[config.mk]
export PLATFORM = sky130hd
export DESIGN_NAME = mdct_imdct_direct
export DESIGN_NICKNAME = d
export VERILOG_FILES = /design/src/hw/rtl/mdct_pkg.sv /design/src/hw/rtl/mdct_imdct_direct.sv
export SDC_FILE = /design/constraint.sdc
export NUM_CORES = 2
export LEC_CHECK = 0
export BUFFER_PORTS_ARGS = -buffer_cell sky130_fd_sc_hd__buf_2
export CELL_PAD_IN_SITES_DETAIL_PLACEMENT = 0
export CELL_PAD_IN_SITES_GLOBAL_PLACEMENT = 2
export CORE_MARGIN = 3
export CORE_UTILIZATION = 50
export CTS_BUF_LIST = sky130_fd_sc_hd__clkbuf_2
export DETAILED_ROUTE_END_ITERATION = 16
export PLACE_DENSITY = 0.8
export SYNTH_ARGS = -nofsm -noshare
export SYNTH_HDL_FRONTEND = slang
export SYNTH_SLANG_ARGS = --single-unit
[constraint.sdc]
create_clock -name clk -period 8.4 [get_ports clk]
set_clock_uncertainty 0.1 [all_clocks]
set_input_delay 1.26 -clock clk [delete_from_list [all_inputs] [get_ports clk]]
set_output_delay 1.26 -clock clk [all_outputs]
set_load 0.02 [all_outputs]
[src/hw/rtl/mdct_pkg.sv]
// ----------------------------------------------------------------------------
// mdct_pkg
// Shared widths, constants and the elaboration-time cosine table builder for
// the direct-form MDCT/IMDCT engine.
// ----------------------------------------------------------------------------
package mdct_pkg;

  localparam int HALF_SIZE_DEF = 32;

  localparam int IN_W      = 24;
  localparam int OUT_W     = 32;
  localparam int IDX_OUT_W = 6;
  localparam int COS_W     = 16;
  localparam int PROD_W    = IN_W + COS_W;

  // pi in Q2.30
  localparam logic [63:0] PI_Q30 = 64'd3373259426;

  // (2i+1)*(2i+2) for the ten Taylor terms of the cosine
  localparam logic [63:0] TAYLOR_DIV [10] = '{
    64'd2, 64'd12, 64'd30, 64'd56, 64'd90,
    64'd132, 64'd182, 64'd240, 64'd306, 64'd380
  };

  // cos(x), x in Q2.30, as Q1.15 clamped to [0, 32767]; constant arguments only
  function automatic logic [COS_W-1:0] cos_q15(input logic [63:0] x);
    logic [63:0]        x2;
    logic [63:0]        term;
    logic signed [63:0] sum;
    logic [63:0]        v;
    x2   = (x * x) >> 30;
    term = 64'd1 << 30;
    sum  = signed'(term);
    for (int i = 0; i < 10; i++) begin
      term = ((term * x2) >> 30) / TAYLOR_DIV[i];
      if (i[0]) begin
        sum = sum + signed'(term);
      end else begin
        sum = sum - signed'(term);
      end
    end
    if (sum < 0) begin
      sum = 64'sd0;
    end
    v = (unsigned'(sum) + 64'd16384) >> 15;
    if (v > 64'd32767) begin
      v = 64'd32767;
    end
    return v[COS_W-1:0];
  endfunction

endpackage

[src/hw/rtl/mdct_imdct_direct.sv]
// Throughput: one input word per cycle while loading with cfg_valid low, then the frame
// is computed by one shared MAC unit at one product per cycle within each sum (2N*N per frame).
// Reset: control cleared, direction forward, load count zero; frame store is not
// cleared (it is always fully written before it is read).
// ----------------------------------------------------------------------------
// mdct_imdct_direct
// Direct-form MDCT/IMDCT engine: loads a frame into a local store, then walks
// all output indexes with one multiply-accumulate unit and a cosine table.
// ----------------------------------------------------------------------------
module mdct_imdct_direct #(
  parameter int HALF_SIZE = mdct_pkg::HALF_SIZE_DEF
) (
  input  logic                                 clk,
  input  logic                                 rst_n,
  // configuration write channel
  input  logic                                 cfg_valid,
  output logic                                 cfg_ready,
  input  logic                                 cfg_direction,
  // input channel
  input  logic                                 in_valid,
  output logic                                 in_ready,
  input  logic signed [mdct_pkg::IN_W-1:0]     in_value,
  // result channel
  output logic                                 out_valid,
  input  logic                                 out_ready,
  output logic signed [mdct_pkg::OUT_W-1:0]    out_value,
  output logic [mdct_pkg::IDX_OUT_W-1:0]       out_index,
  output logic                                 out_last
);
  import mdct_pkg::*;

  // --------------------------------------------------------------------------
  // Derived sizes
  // --------------------------------------------------------------------------
  localparam int FRAME_MAX = 2 * HALF_SIZE;          // longest frame / store depth
  localparam int AW        = $clog2(FRAME_MAX);      // store address, counters
  localparam int ROM_N     = FRAME_MAX + 1;          // first-quadrant table size
  localparam int RI_W      = $clog2(ROM_N);
  localparam int PH_MOD    = 8 * HALF_SIZE;          // one full turn of the angle
  localparam int PH_W      = $clog2(PH_MOD);
  localparam int ACC_W     = PROD_W + AW;
  localparam int U_W       = 31;                     // magnitude for divide by N
  localparam int RECIP_SH  = 31;

  localparam logic [U_W-1:0]  RECIP   = U_W'((64'd1 << RECIP_SH) / HALF_SIZE);
  localparam logic [PH_W:0]   PH_FULL = (PH_W+1)'(PH_MOD);
  localparam logic [PH_W-1:0] PH_Q1   = PH_W'(2 * HALF_SIZE);
  localparam logic [PH_W-1:0] PH_Q2   = PH_W'(4 * HALF_SIZE);
  localparam logic [PH_W-1:0] PH_Q3   = PH_W'(6 * HALF_SIZE);

  // Angle index m = (2n+1+N)(2k+1) mod 8N is walked by additions only.
  localparam logic [PH_W-1:0] PH_INIT     = PH_W'(HALF_SIZE + 1);
  localparam logic [PH_W-1:0] FWD_DM0     = PH_W'(2);
  localparam logic [PH_W-1:0] INV_DM0     = PH_W'(2 * HALF_SIZE + 2);
  localparam logic [PH_W-1:0] FWD_M0_STEP = PH_W'(2 * HALF_SIZE + 2);
  localparam logic [PH_W-1:0] INV_M0_STEP = PH_W'(2);
  localparam logic [PH_W-1:0] DM_STEP     = PH_W'(4);

  localparam logic signed [ACC_W-1:0] FWD_RND = ACC_W'(2 ** 14);
  localparam logic signed [ACC_W-1:0] INV_RND = ACC_W'(HALF_SIZE * (2 ** 13));
  localparam logic signed [ACC_W-1:0] INV_BIAS = ACC_W'(HALF_SIZE - 1);

  // Sequencer states
  localparam logic [2:0] S_LOAD  = 3'd0;
  localparam logic [2:0] S_MAC   = 3'd1;
  localparam logic [2:0] S_DRAIN = 3'd2;
  localparam logic [2:0] S_ROUND = 3'd3;
  localparam logic [2:0] S_DIV1  = 3'd4;
  localparam logic [2:0] S_DIV2  = 3'd5;
  localparam logic [2:0] S_OUT   = 3'd6;

  // add two angle indexes modulo 8N; both operands are already reduced
  function automatic logic [PH_W-1:0] ph_add(input logic [PH_W-1:0] a,
                                             input logic [PH_W-1:0] b);
    logic [PH_W:0] s;
    s = {1'b0, a} + {1'b0, b};
    if (s >= PH_FULL) begin
      s = s - PH_FULL;
    end
    return s[PH_W-1:0];
  endfunction

  // --------------------------------------------------------------------------
  // Cosine table: cos(pi*r/(4N)), r = 0..2N, built at elaboration
  // --------------------------------------------------------------------------
  logic [COS_W-1:0] cos_rom [ROM_N];

  for (genvar r = 0; r < ROM_N; r++) begin : g_rom
    localparam logic [63:0] XR =
      (PI_Q30 * 64'(r) + 64'(2 * HALF_SIZE)) / 64'(4 * HALF_SIZE);
    assign cos_rom[r] = cos_q15(XR);
  end

  // --------------------------------------------------------------------------
  // Registers
  // --------------------------------------------------------------------------
  logic [2:0]      state_r, state_nxt;
  logic            dir_r, dir_nxt;
  logic [AW-1:0]   load_cnt_r, load_cnt_nxt;
  logic [AW-1:0]   idx_r, idx_nxt;            // output index being computed
  logic [AW-1:0]   j_r, j_nxt;                // product index within the sum
  logic [PH_W-1:0] m_r, m_nxt;                // angle of the current product
  logic [PH_W-1:0] m0_r, m0_nxt;              // angle of the first product
  logic [PH_W-1:0] dm_r, dm_nxt;              // angle step between products
  logic            p1_vld_r, p1_vld_nxt;
  logic            p2_vld_r;
  logic            out_valid_r, out_valid_nxt;

  logic signed [IN_W-1:0]   rd_data_r;
  logic signed [COS_W-1:0]  cos_r;
  logic signed [PROD_W-1:0] prod_r;
  logic signed [ACC_W-1:0]  acc_r;
  logic                     neg_r;
  logic [U_W-1:0]           u_r;
  logic [U_W-1:0]           q0_r;
  logic signed [OUT_W-1:0]  res_r, res_nxt;
  logic signed [OUT_W-1:0]  out_value_r, out_value_nxt;
  logic [IDX_OUT_W-1:0]     out_index_r, out_index_nxt;
  logic                     out_last_r, out_last_nxt;

  logic signed [IN_W-1:0]   frame_mem [FRAME_MAX];

  // --------------------------------------------------------------------------
  // Frame-length decode
  // --------------------------------------------------------------------------
  logic [AW-1:0] in_last_idx;
  logic [AW-1:0] out_last_idx;

  assign in_last_idx  = dir_r ? AW'(HALF_SIZE - 1) : AW'(FRAME_MAX - 1);
  assign out_last_idx = dir_r ? AW'(FRAME_MAX - 1) : AW'(HALF_SIZE - 1);

  // --------------------------------------------------------------------------
  // Cosine lookup: fold the angle into the first quadrant, then apply sign
  // --------------------------------------------------------------------------
  logic [1:0]              quad;
  logic [PH_W-1:0]         ph_rem;
  logic [RI_W-1:0]         rom_idx;
  logic signed [COS_W-1:0] cos_mag;
  logic signed [COS_W-1:0] cos_val;

  always_comb begin
    if (m_r >= PH_Q3) begin
      quad   = 2'd3;
      ph_rem = m_r - PH_Q3;
    end else if (m_r >= PH_Q2) begin
      quad   = 2'd2;
      ph_rem = m_r - PH_Q2;
    end else if (m_r >= PH_Q1) begin
      quad   = 2'd1;
      ph_rem = m_r - PH_Q1;
    end else begin
      quad   = 2'd0;
      ph_rem = m_r;
    end
    // second and fourth quadrants read the table mirrored
    rom_idx = quad[0] ? RI_W'(PH_Q1 - ph_rem) : RI_W'(ph_rem);
    cos_mag = signed'(cos_rom[rom_idx]);
    // second and third quadrants are negative
    cos_val = (quad[0] ^ quad[1]) ? -cos_mag : cos_mag;
  end

  // --------------------------------------------------------------------------
  // Result rounding
  // --------------------------------------------------------------------------
  // Forward: floor((acc + 2^14) / 2^15), saturated to 32 bits.
  logic signed [ACC_W-1:0] fwd_full;
  logic                    fwd_ovf;
  logic signed [OUT_W-1:0] fwd_res;

  assign fwd_full = (acc_r + FWD_RND) >>> 15;
  assign fwd_ovf  = !((&fwd_full[ACC_W-1:OUT_W-1]) || !(|fwd_full[ACC_W-1:OUT_W-1]));
  always_comb begin
    if (fwd_ovf) begin
      fwd_res = fwd_full[ACC_W-1] ? {1'b1, {(OUT_W-1){1'b0}}} : {1'b0, {(OUT_W-1){1'b1}}};
    end else begin
      fwd_res = fwd_full[OUT_W-1:0];
    end
  end

  // Inverse: floor((acc + N*2^13) / (N*2^14)) = floor(floor((acc + N*2^13)/2^14) / N).
  // Negative values divide their biased magnitude, then flip back.
  logic signed [ACC_W-1:0] inv_b;
  logic                    inv_neg;
  logic signed [ACC_W-1:0] inv_mag;
  logic [2*U_W-1:0]        recip_prod;
  logic [U_W-1:0]          div_rem;
  logic [U_W-1:0]          q_fix;
  logic signed [OUT_W-1:0] inv_res;

  assign inv_b      = (acc_r + INV_RND) >>> 14;
  assign inv_neg    = inv_b[ACC_W-1];
  assign inv_mag    = inv_neg ? (-inv_b + INV_BIAS) : inv_b;
  assign recip_prod = u_r * RECIP;
  // q0 is the true quotient or one short of it; one compare fixes it
  assign div_rem    = u_r - U_W'(q0_r * U_W'(HALF_SIZE));
  assign q_fix      = (div_rem >= U_W'(HALF_SIZE)) ? (q0_r + U_W'(1)) : q0_r;
  assign inv_res    = neg_r ? -signed'(OUT_W'(q_fix)) : signed'(OUT_W'(q_fix));

  // --------------------------------------------------------------------------
  // Handshake
  // --------------------------------------------------------------------------
  logic in_fire;
  logic cfg_fire;
  logic acc_clr;

  // a configuration word takes precedence over an input word
  assign cfg_ready = (state_r == S_LOAD);
  assign in_ready  = (state_r == S_LOAD) && !cfg_valid;
  assign cfg_fire  = cfg_valid && cfg_ready;
  assign in_fire   = in_valid && in_ready;

  assign out_valid = out_valid_r;
  assign out_value = out_value_r;
  assign out_index = out_index_r;
  assign out_last  = out_last_r;

  // --------------------------------------------------------------------------
  // Sequencer
  // --------------------------------------------------------------------------
  always_comb begin
    state_nxt     = state_r;
    dir_nxt       = dir_r;
    load_cnt_nxt  = load_cnt_r;
    idx_nxt       = idx_r;
    j_nxt         = j_r;
    m_nxt         = m_r;
    m0_nxt        = m0_r;
    dm_nxt        = dm_r;
    p1_vld_nxt    = 1'b0;
    acc_clr       = 1'b0;
    res_nxt       = res_r;
    out_valid_nxt = out_valid_r && !out_ready;
    out_value_nxt = out_value_r;
    out_index_nxt = out_index_r;
    out_last_nxt  = out_last_r;

    case (state_r)
      S_LOAD: begin
        if (cfg_fire) begin
          // new direction drops any partly loaded frame
          dir_nxt      = cfg_direction;
          load_cnt_nxt = '0;
        end else if (in_fire) begin
          if (load_cnt_r == in_last_idx) begin
            load_cnt_nxt = '0;
            idx_nxt      = '0;
            j_nxt        = '0;
            m0_nxt       = PH_INIT;
            m_nxt        = PH_INIT;
            dm_nxt       = dir_r ? INV_DM0 : FWD_DM0;
            acc_clr      = 1'b1;
            state_nxt    = S_MAC;
          end else begin
            load_cnt_nxt = load_cnt_r + AW'(1);
          end
        end
      end
      S_MAC: begin
        // issue one product per cycle
        p1_vld_nxt = 1'b1;
        j_nxt      = j_r + AW'(1);
        m_nxt      = ph_add(m_r, dm_r);
        if (j_r == in_last_idx) begin
          state_nxt = S_DRAIN;
        end
      end
      S_DRAIN: begin
        if (!p1_vld_r && !p2_vld_r) begin
          state_nxt = S_ROUND;
        end
      end
      S_ROUND: begin
        if (dir_r) begin
          state_nxt = S_DIV1;
        end else begin
          res_nxt   = fwd_res;
          state_nxt = S_OUT;
        end
      end
      S_DIV1: begin
        state_nxt = S_DIV2;
      end
      S_DIV2: begin
        res_nxt   = inv_res;
        state_nxt = S_OUT;
      end
      S_OUT: begin
        // hold until the output register is free
        if (!out_valid_r || out_ready) begin
          out_valid_nxt = 1'b1;
          out_value_nxt = res_r;
          out_index_nxt = IDX_OUT_W'(idx_r);
          out_last_nxt  = (idx_r == out_last_idx);
          if (idx_r == out_last_idx) begin
            state_nxt = S_LOAD;
          end else begin
            idx_nxt   = idx_r + AW'(1);
            j_nxt     = '0;
            m0_nxt    = ph_add(m0_r, dir_r ? INV_M0_STEP : FWD_M0_STEP);
            m_nxt     = m0_nxt;
            dm_nxt    = ph_add(dm_r, DM_STEP);
            acc_clr   = 1'b1;
            state_nxt = S_MAC;
          end
        end
      end
      default: begin
        state_nxt = S_LOAD;
      end
    endcase
  end

  // control state
  always_ff @(posedge clk) begin
    if (!rst_n) begin
      state_r     <= S_LOAD;
      dir_r       <= 1'b0;
      load_cnt_r  <= '0;
      idx_r       <= '0;
      j_r         <= '0;
      p1_vld_r    <= 1'b0;
      p2_vld_r    <= 1'b0;
      out_valid_r <= 1'b0;
    end else begin
      state_r     <= state_nxt;
      dir_r       <= dir_nxt;
      load_cnt_r  <= load_cnt_nxt;
      idx_r       <= idx_nxt;
      j_r         <= j_nxt;
      p1_vld_r    <= p1_vld_nxt;
      p2_vld_r    <= p1_vld_r;
      out_valid_r <= out_valid_nxt;
    end
  end

  // datapath: frame store, MAC pipeline, divide steps, output register
  always_ff @(posedge clk) begin
    if (in_fire) begin
      frame_mem[load_cnt_r] <= in_value;
    end
    rd_data_r <= frame_mem[j_r];
    cos_r     <= cos_val;
    prod_r    <= rd_data_r * cos_r;
    if (acc_clr) begin
      acc_r <= '0;
    end else if (p2_vld_r) begin
      acc_r <= acc_r + ACC_W'(prod_r);
    end
    if (state_r == S_ROUND) begin
      neg_r <= inv_neg;
      u_r   <= inv_mag[U_W-1:0];
    end
    if (state_r == S_DIV1) begin
      q0_r <= recip_prod[RECIP_SH +: U_W];
    end
    m_r         <= m_nxt;
    m0_r        <= m0_nxt;
    dm_r        <= dm_nxt;
    res_r       <= res_nxt;
    out_value_r <= out_value_nxt;
    out_index_r <= out_index_nxt;
    out_last_r  <= out_last_nxt;
  end

`ifndef SYNTHESIS
  // no input word while products are still in flight
  assert property (@(posedge clk) disable iff (!rst_n)
    in_ready |-> (!p1_vld_r && !p2_vld_r))
    else $error("input accepted with MAC pipeline busy");

  // rounding only sees a fully drained accumulator
  assert property (@(posedge clk) disable iff (!rst_n)
    (state_r == S_ROUND) |-> (!p1_vld_r && !p2_vld_r))
    else $error("rounding started before MAC pipeline drained");

  // every MAC cycle feeds the pipeline
  assert property (@(posedge clk) disable iff (!rst_n)
    (state_r == S_MAC) |=> p1_vld_r)
    else $error("MAC cycle issued no product");

  // load counter stays inside the current frame
  assert property (@(posedge clk) disable iff (!rst_n)
    load_cnt_r <= in_last_idx)
    else $error("load counter beyond frame length");
`endif

endmodule

# --- Word level (Yosys, flattened, before mapping) ---
# Memory sizes are Yosys's and may differ from the RTL's. A register that Yosys moved wholly into a read port is not among the register bits.
# Cells that the tools add are included.
word_totals:
  wordCells: 163
  ramBits: 1536
  in_bits: 30
  mem_bits_ro: 2048
  regBits: 280
  mem_count: 2
  output_inout_bits: 42
mem_list:
  columns: ["memory", "words", "word_bits", "rd", "rd_clocked_by_memory_dff", "wr", "line_no", "source"]
  rows:
  - ["(name not given)", 128, 16, 1, 0, 0, "mdct_imdct_direct.sv:157", "cos_mag = signed'(cos_rom[rom_idx]);"]
  - ["frame_mem", 64, 24, 1, 1, 1, "mdct_imdct_direct.sv:121", "logic signed [IN_W-1:0] frame_mem [FRAME_MAX];"]
classes:
  eq_ne: 17
  reduce_logical: 23
  bitwise_logic: 2
  n_lt_le_gt_ge: 8
  mux: 67
  add_sub_neg: 22
  mul: 1
op_table:
  columns: ["cell", "count"]
  rows:
  - ["2-to-1 mux 8 bit", 13]
  - ["2-to-1 mux 6 bit", 12]
  - ["2-to-1 mux 32 bit", 2]
  - ["case mux 32 bit (2 select lines)", 1]
  - ["2-to-1 mux 16 bit", 3]
  - ["adder 46 x 16 -> 46 bit, second input constant", 1]
  - ["adder 46 x 20 -> 46 bit, second input constant", 1]
  - ["adder 46 x 40 -> 46 bit", 1]
  - ["2-to-1 mux 7 bit", 6]
  - ["multiplier 24 x 16 -> 40 bit", 1]
  - ["negator 27 -> 32 bit", 1]
  - ["case mux 8 bit (2 select lines)", 2]
  - ["adder 31 x 6 -> 31 bit, second input constant", 1]
  - ["greater-or-equal comparator 31 x 6 -> 1 bit, second input constant", 1]
  - ["2-to-1 mux 31 bit", 1]
  - ["negator 31 bit", 1]
  - ["subtractor 31 bit", 1]
  - ["adder 26 x 1 -> 27 bit, second input constant", 1]
  - ["greater-or-equal comparator 9 bit, second input constant", 3]
  - ["2-to-1 mux 27 bit", 1]
  - ["greater-or-equal comparator 8 bit, second input constant", 3]
  - ["case mux 8 bit (3 select lines)", 1]
  - ["subtractor 8 x 1 -> 8 bit, second input constant", 3]
  - ["case mux 3 bit (7 select lines)", 1]
  - ["31 further kinds", 78]

# --- Depth between registers and ports, before layout ---
depth:
  ltp_word: 12
  ltp_mapped: 27
  depth_no_buf: 26

# --- Worst setup path before layout ---
# OpenSTA, ideal clock, no wires.
synth_timing:
  kind: "reg2reg"
  start: "register rd_data_r[6] (read register of frame_mem)"
  end: "register prod_r[39]"
  required_ns: 8.228
  setup_slack_ns: 1.452
  setup_time_ns: 0.072
  n_path_buf: 1
  period_less_slack_ns: 6.948
  stages_incl_launch_ff: 26
  t_arrival_ns: 6.776
  path_cell_list: "dfxtp_1 -> clkbuf_1 -> nand2_1 -> fa_1 -> inv_1 -> fa_1 -> fa_1 -> fa_1 -> fa_1 -> inv_1 -> fa_1 -> inv_1 -> ha_1 -> a21o_1 -> a21o_1 -> a21o_1 -> or3_1 -> a211oi_1 -> o31a_1 -> o31ai_1 -> a211oi_1 -> o21bai_1 -> a41oi_1 -> o21ai_0 -> o41ai_1 -> xnor2_1"
synth_between:
  elab_chain_len: 1
synth_rtl:
  columns: ["element", "line_no", "source"]
  rows:
  - ["start, declared", "mdct_imdct_direct.sv:109", "logic signed [IN_W-1:0] rd_data_r;"]
  - ["multiplier 24 x 16 -> 40 bit", "mdct_imdct_direct.sv:343", "prod_r <= rd_data_r * cos_r;"]
  - ["end signal, assigned", "mdct_imdct_direct.sv:343", null]
  - ["end, declared", "mdct_imdct_direct.sv:111", "logic signed [PROD_W-1:0] prod_r;"]
# No other way between the ends.
# A chain may end at the register's enable or synchronous reset.

# --- Worst setup path in the final report ---
# Same ends and word-level chain as after synthesis.

==> results by group <==
Hold path
  – Min-delay src: out_ready
  – Hold depth: 4
  – Min-Delay Path Class: in2reg
  – Hold Crit Endpoint: out_valid$_SDFF_PN0_

Placement
  – Routability congestion estimate: around 0.88
  – Dpl hpwl: 147,600 um
  – IO Port Bufs: 71

Synth
  – Area contributors post-synth: edfxtp_1 56%, mux4_2 13%, fa_1 8.3%
  – Top FF cell, synth: edfxtp_1
  – Async set-reset flop share out of synthesis: 0%
  – Post-synth top area share: between 50 and 60%
  – Post-synthesis instance area: 90,500 sq um
  – Yosys cell types: 86
  – FF+latch count, synth: 1,832
  – Synth area leader: edfxtp_1
  – Seq/Total Area, Yosys: 59.12%
  – Ys Warns: 0
  – Post-Syn Nets: 6,472
  – Synthesized instance count: roughly 6,000
  – Mean Syn Cell Area: around 15 sq um
  – Post-synth EDFFs: 1,681

Setup path
  – Critical Path Start Type: flop
  – Delay-heaviest family, CP: adder cells
  – Required time worst endpoint: a little under 10 ns
  – Crit path largest cell delay: 0.77 ns
  – Worst endpoint data arrival time: 9.39 ns
  – R2R cell count: 25
  – CP Capture Type: flop
  – Slowest-stage cell, CP: dfxtp_1
  – R2r endpoint: prod_r[39]$_DFF_P_
  – R2R setup slack: 0.51 ns
  – Most common cell on crit path: fa_1
  – CP max FO: 16
  – WP buf/inv: 4
  – Critical path type: reg2reg
  – R2r startpoint: rd_data_r[6]$_DFF_P_

Flow run
  – MaxCap Viol Count: 0

Global routing
  – Largest net degree at the start of global routing: 132
  – Number of global-route vias before repair: 52,860
  – First-pass GRT wire length: 347,900 um
  – Initial antenna violation count: 15
  – Congestion Overflow GR: 0
  – Gr usage total: 25.38%

CTS
  – Setup bufs post-CTS: 0
  – Clock transition at path regs: ~0.10 ns
  – CTS Buf Count: 452
  – Clock tree buffer depth: 4
  – Root Buffer: clkbuf_2
  – TritonCTS Sinks: 1,832
  – CTS tree: built
  – Insertion delay to the later sink of the worst-skew pair: 1.95 ns
  – H-tree levels: 5

Floorplan
  – DIE HEIGHT: 431.4 um
  – Die Width: ~430 um
  – Starting Density: 50.50%
  – Die area: ~190,000 sq um
  – # rows: 155
  – Core Region: approximately 180,000 sq um
  – Ports: between 70 and 80

STA
  – Final setup violating endpoints: 0
  – Fmax: 126.8 MHz
  – Min Tclk post-route: 7.889 ns
  – Final Cycle Share: 93.91%
  – Final setup TNS: 0 ns
  – Slew at the pin closest to its max-slew limit: between 1 and 1.5 ns
  – Final Max Slew Viols: 0
  – Max-slew headroom: 12.15%
  – Final hold violations: 0
  – Unrepaired setup endpoints after global routing: no

Route
  – DRC viols: 0
  – Post-route ant nets: 0
  – Vias: 51,840
  – DR pass1 iterations: 5
  – Vias per cell: about 5.8
  – Post-DR wirelength/cell: between 20 and 30 um
  – DRT Wirelength: 233,100 um
  – Starting DRT DRC Count: roughly 4,600

Finish
  – Area Overhead vs Synth: 8.617%
  – Layout cells sized above 1: 22.70%
  – Layout net count: 6,857

Run status
  – Outcome: completed
-- through the flow --
step                      instance area (sq um)  worst slack [ns]  utilization [%]  instances  hold slack (ns)
after global routing                      98280           0.09603            54.84       8947          0.01089
after global placement                    94060            0.5615            52.49       8123           0.3009
after floorplan                           90500             1.452                -       5871           0.3003
after CTS                                 98250            0.5404            54.83       8936         0.004939
final                                     98300            0.5112            54.85       8955           0.2581
after detailed placement                  94060            0.4764            52.49       8123           0.3045
-- registers in the layout, summed over array words and instances (netlist names), 3 cells and up --
name        count
rd_data_r      24
prod_r         40
u_r            26
out_index       6
m_r             8
cos_r          16
dm_r            6
out_value      32
load_cnt_r      6
res_r          32
state_r         3
frame_mem    1536
idx_r           6
acc_r          46
q0_r           26
j_r             6
m0_r            7
-- cell usage after synthesis, drive strengths merged, types with 29 or more instances --
cell type	n
fa	377
o21ai	119
clkbuf	228
a21oi	166
and2	169
buf	58
mux4	505
a21o	65
mux2i	46
nor2	343
nand2	413
nand3	84
nand2b	33
inv	496
xor2	77
a211oi	29
ha	194
nor3	58
dfxtp	151
nand4	33
xnor2	193
and3	30
edfxtp	1681
-- tightest hold or removal path: cells and delay by family --
kind	cells	cell delay, ns
compound gates	1	0.07
simple gates	1	0.13
buf+inv	2	0.62
-- routing by layer --
metal  global-route usage [%]  wire (um)  vias up
met2                    41.95     115800     1875
li1                         -          -    22880
met5                        0         26        -
met4                    7.953       6160        4
met1                    34.90      96760    26710
met3                    4.014      14350      368
-- cells by family (layout without fill, tap and decap cells) --
group	Yosys count	after routing	share of synthesized area [%]
XOR/XNOR	270	270	2.613
AND/OR/NAND/NOR	1282	1282	6.710
buffers and inverters	784	1494	3.270
adder cells (fa/ha/maj)	571	571	11.02
multiplexers	554	554	13.11
other	0	19	0
AO/OA/AOI/OAI	578	578	4.155
flip-flops	1832	1832	59.12
-- final cells by class --
| type | instances | area, sq um |
|---|---|---|
| clock buffer | 671 | 3358 |
| sequential | 1832 | 53520 |
| fill | 14750 | 80900 |
| multi-input combinational | 3255 | 34460 |
| inverter | 498 | 1869 |
| clock inverter | 108 | 489.2 |
| antenna | 19 | 47.55 |
| tap | 2355 | 2947 |
| timing repair buffer | 217 | 1612 |
-- cells in the final DEF, fill, tap and decap left out, drive strengths merged, types with 24 or more instances in the layout --
cell and n:
a211oi 29, a21o 65, a21oi 166, a31oi 24, and2 169, and3 30, buf 183, clkbuf 671
clkinv 101, dfxtp 151, dlygate4sd3 34, edfxtp 1681, fa 377, ha 194, inv 502, mux2i 46
mux4 505, nand2 413, nand2b 33, nand3 84, nand4 33, nor2 343, nor3 58, o21ai 119
xnor2 193, xor2 77
-- repair_timing --
item                       CTS  global route
gates resized for setup      0             0
hold buffers                34             0
hold endpoints to repair  1287             0
-- worst max-delay path by stage --
stage,from,endpoint,slack [ns],cells after the start
after global placement,rd_data_r[6]$_DFF_P_,prod_r[39]$_DFF_P_,0.56,25
after global routing,rd_data_r[6]$_DFF_P_,prod_r[39]$_DFF_P_,0.1,25
after floorplan,rd_data_r[6]$_DFF_P_,prod_r[39]$_DFF_P_,1.45,25
final,rd_data_r[6]$_DFF_P_,prod_r[39]$_DFF_P_,0.51,25
after detailed placement,rd_data_r[6]$_DFF_P_,prod_r[39]$_DFF_P_,0.48,25
after CTS,rd_data_r[6]$_DFF_P_,prod_r[39]$_DFF_P_,0.54,25
Power is not shown: default switching activity piles up to over one toggle a cycle in this logic, so the estimate is an artifact.
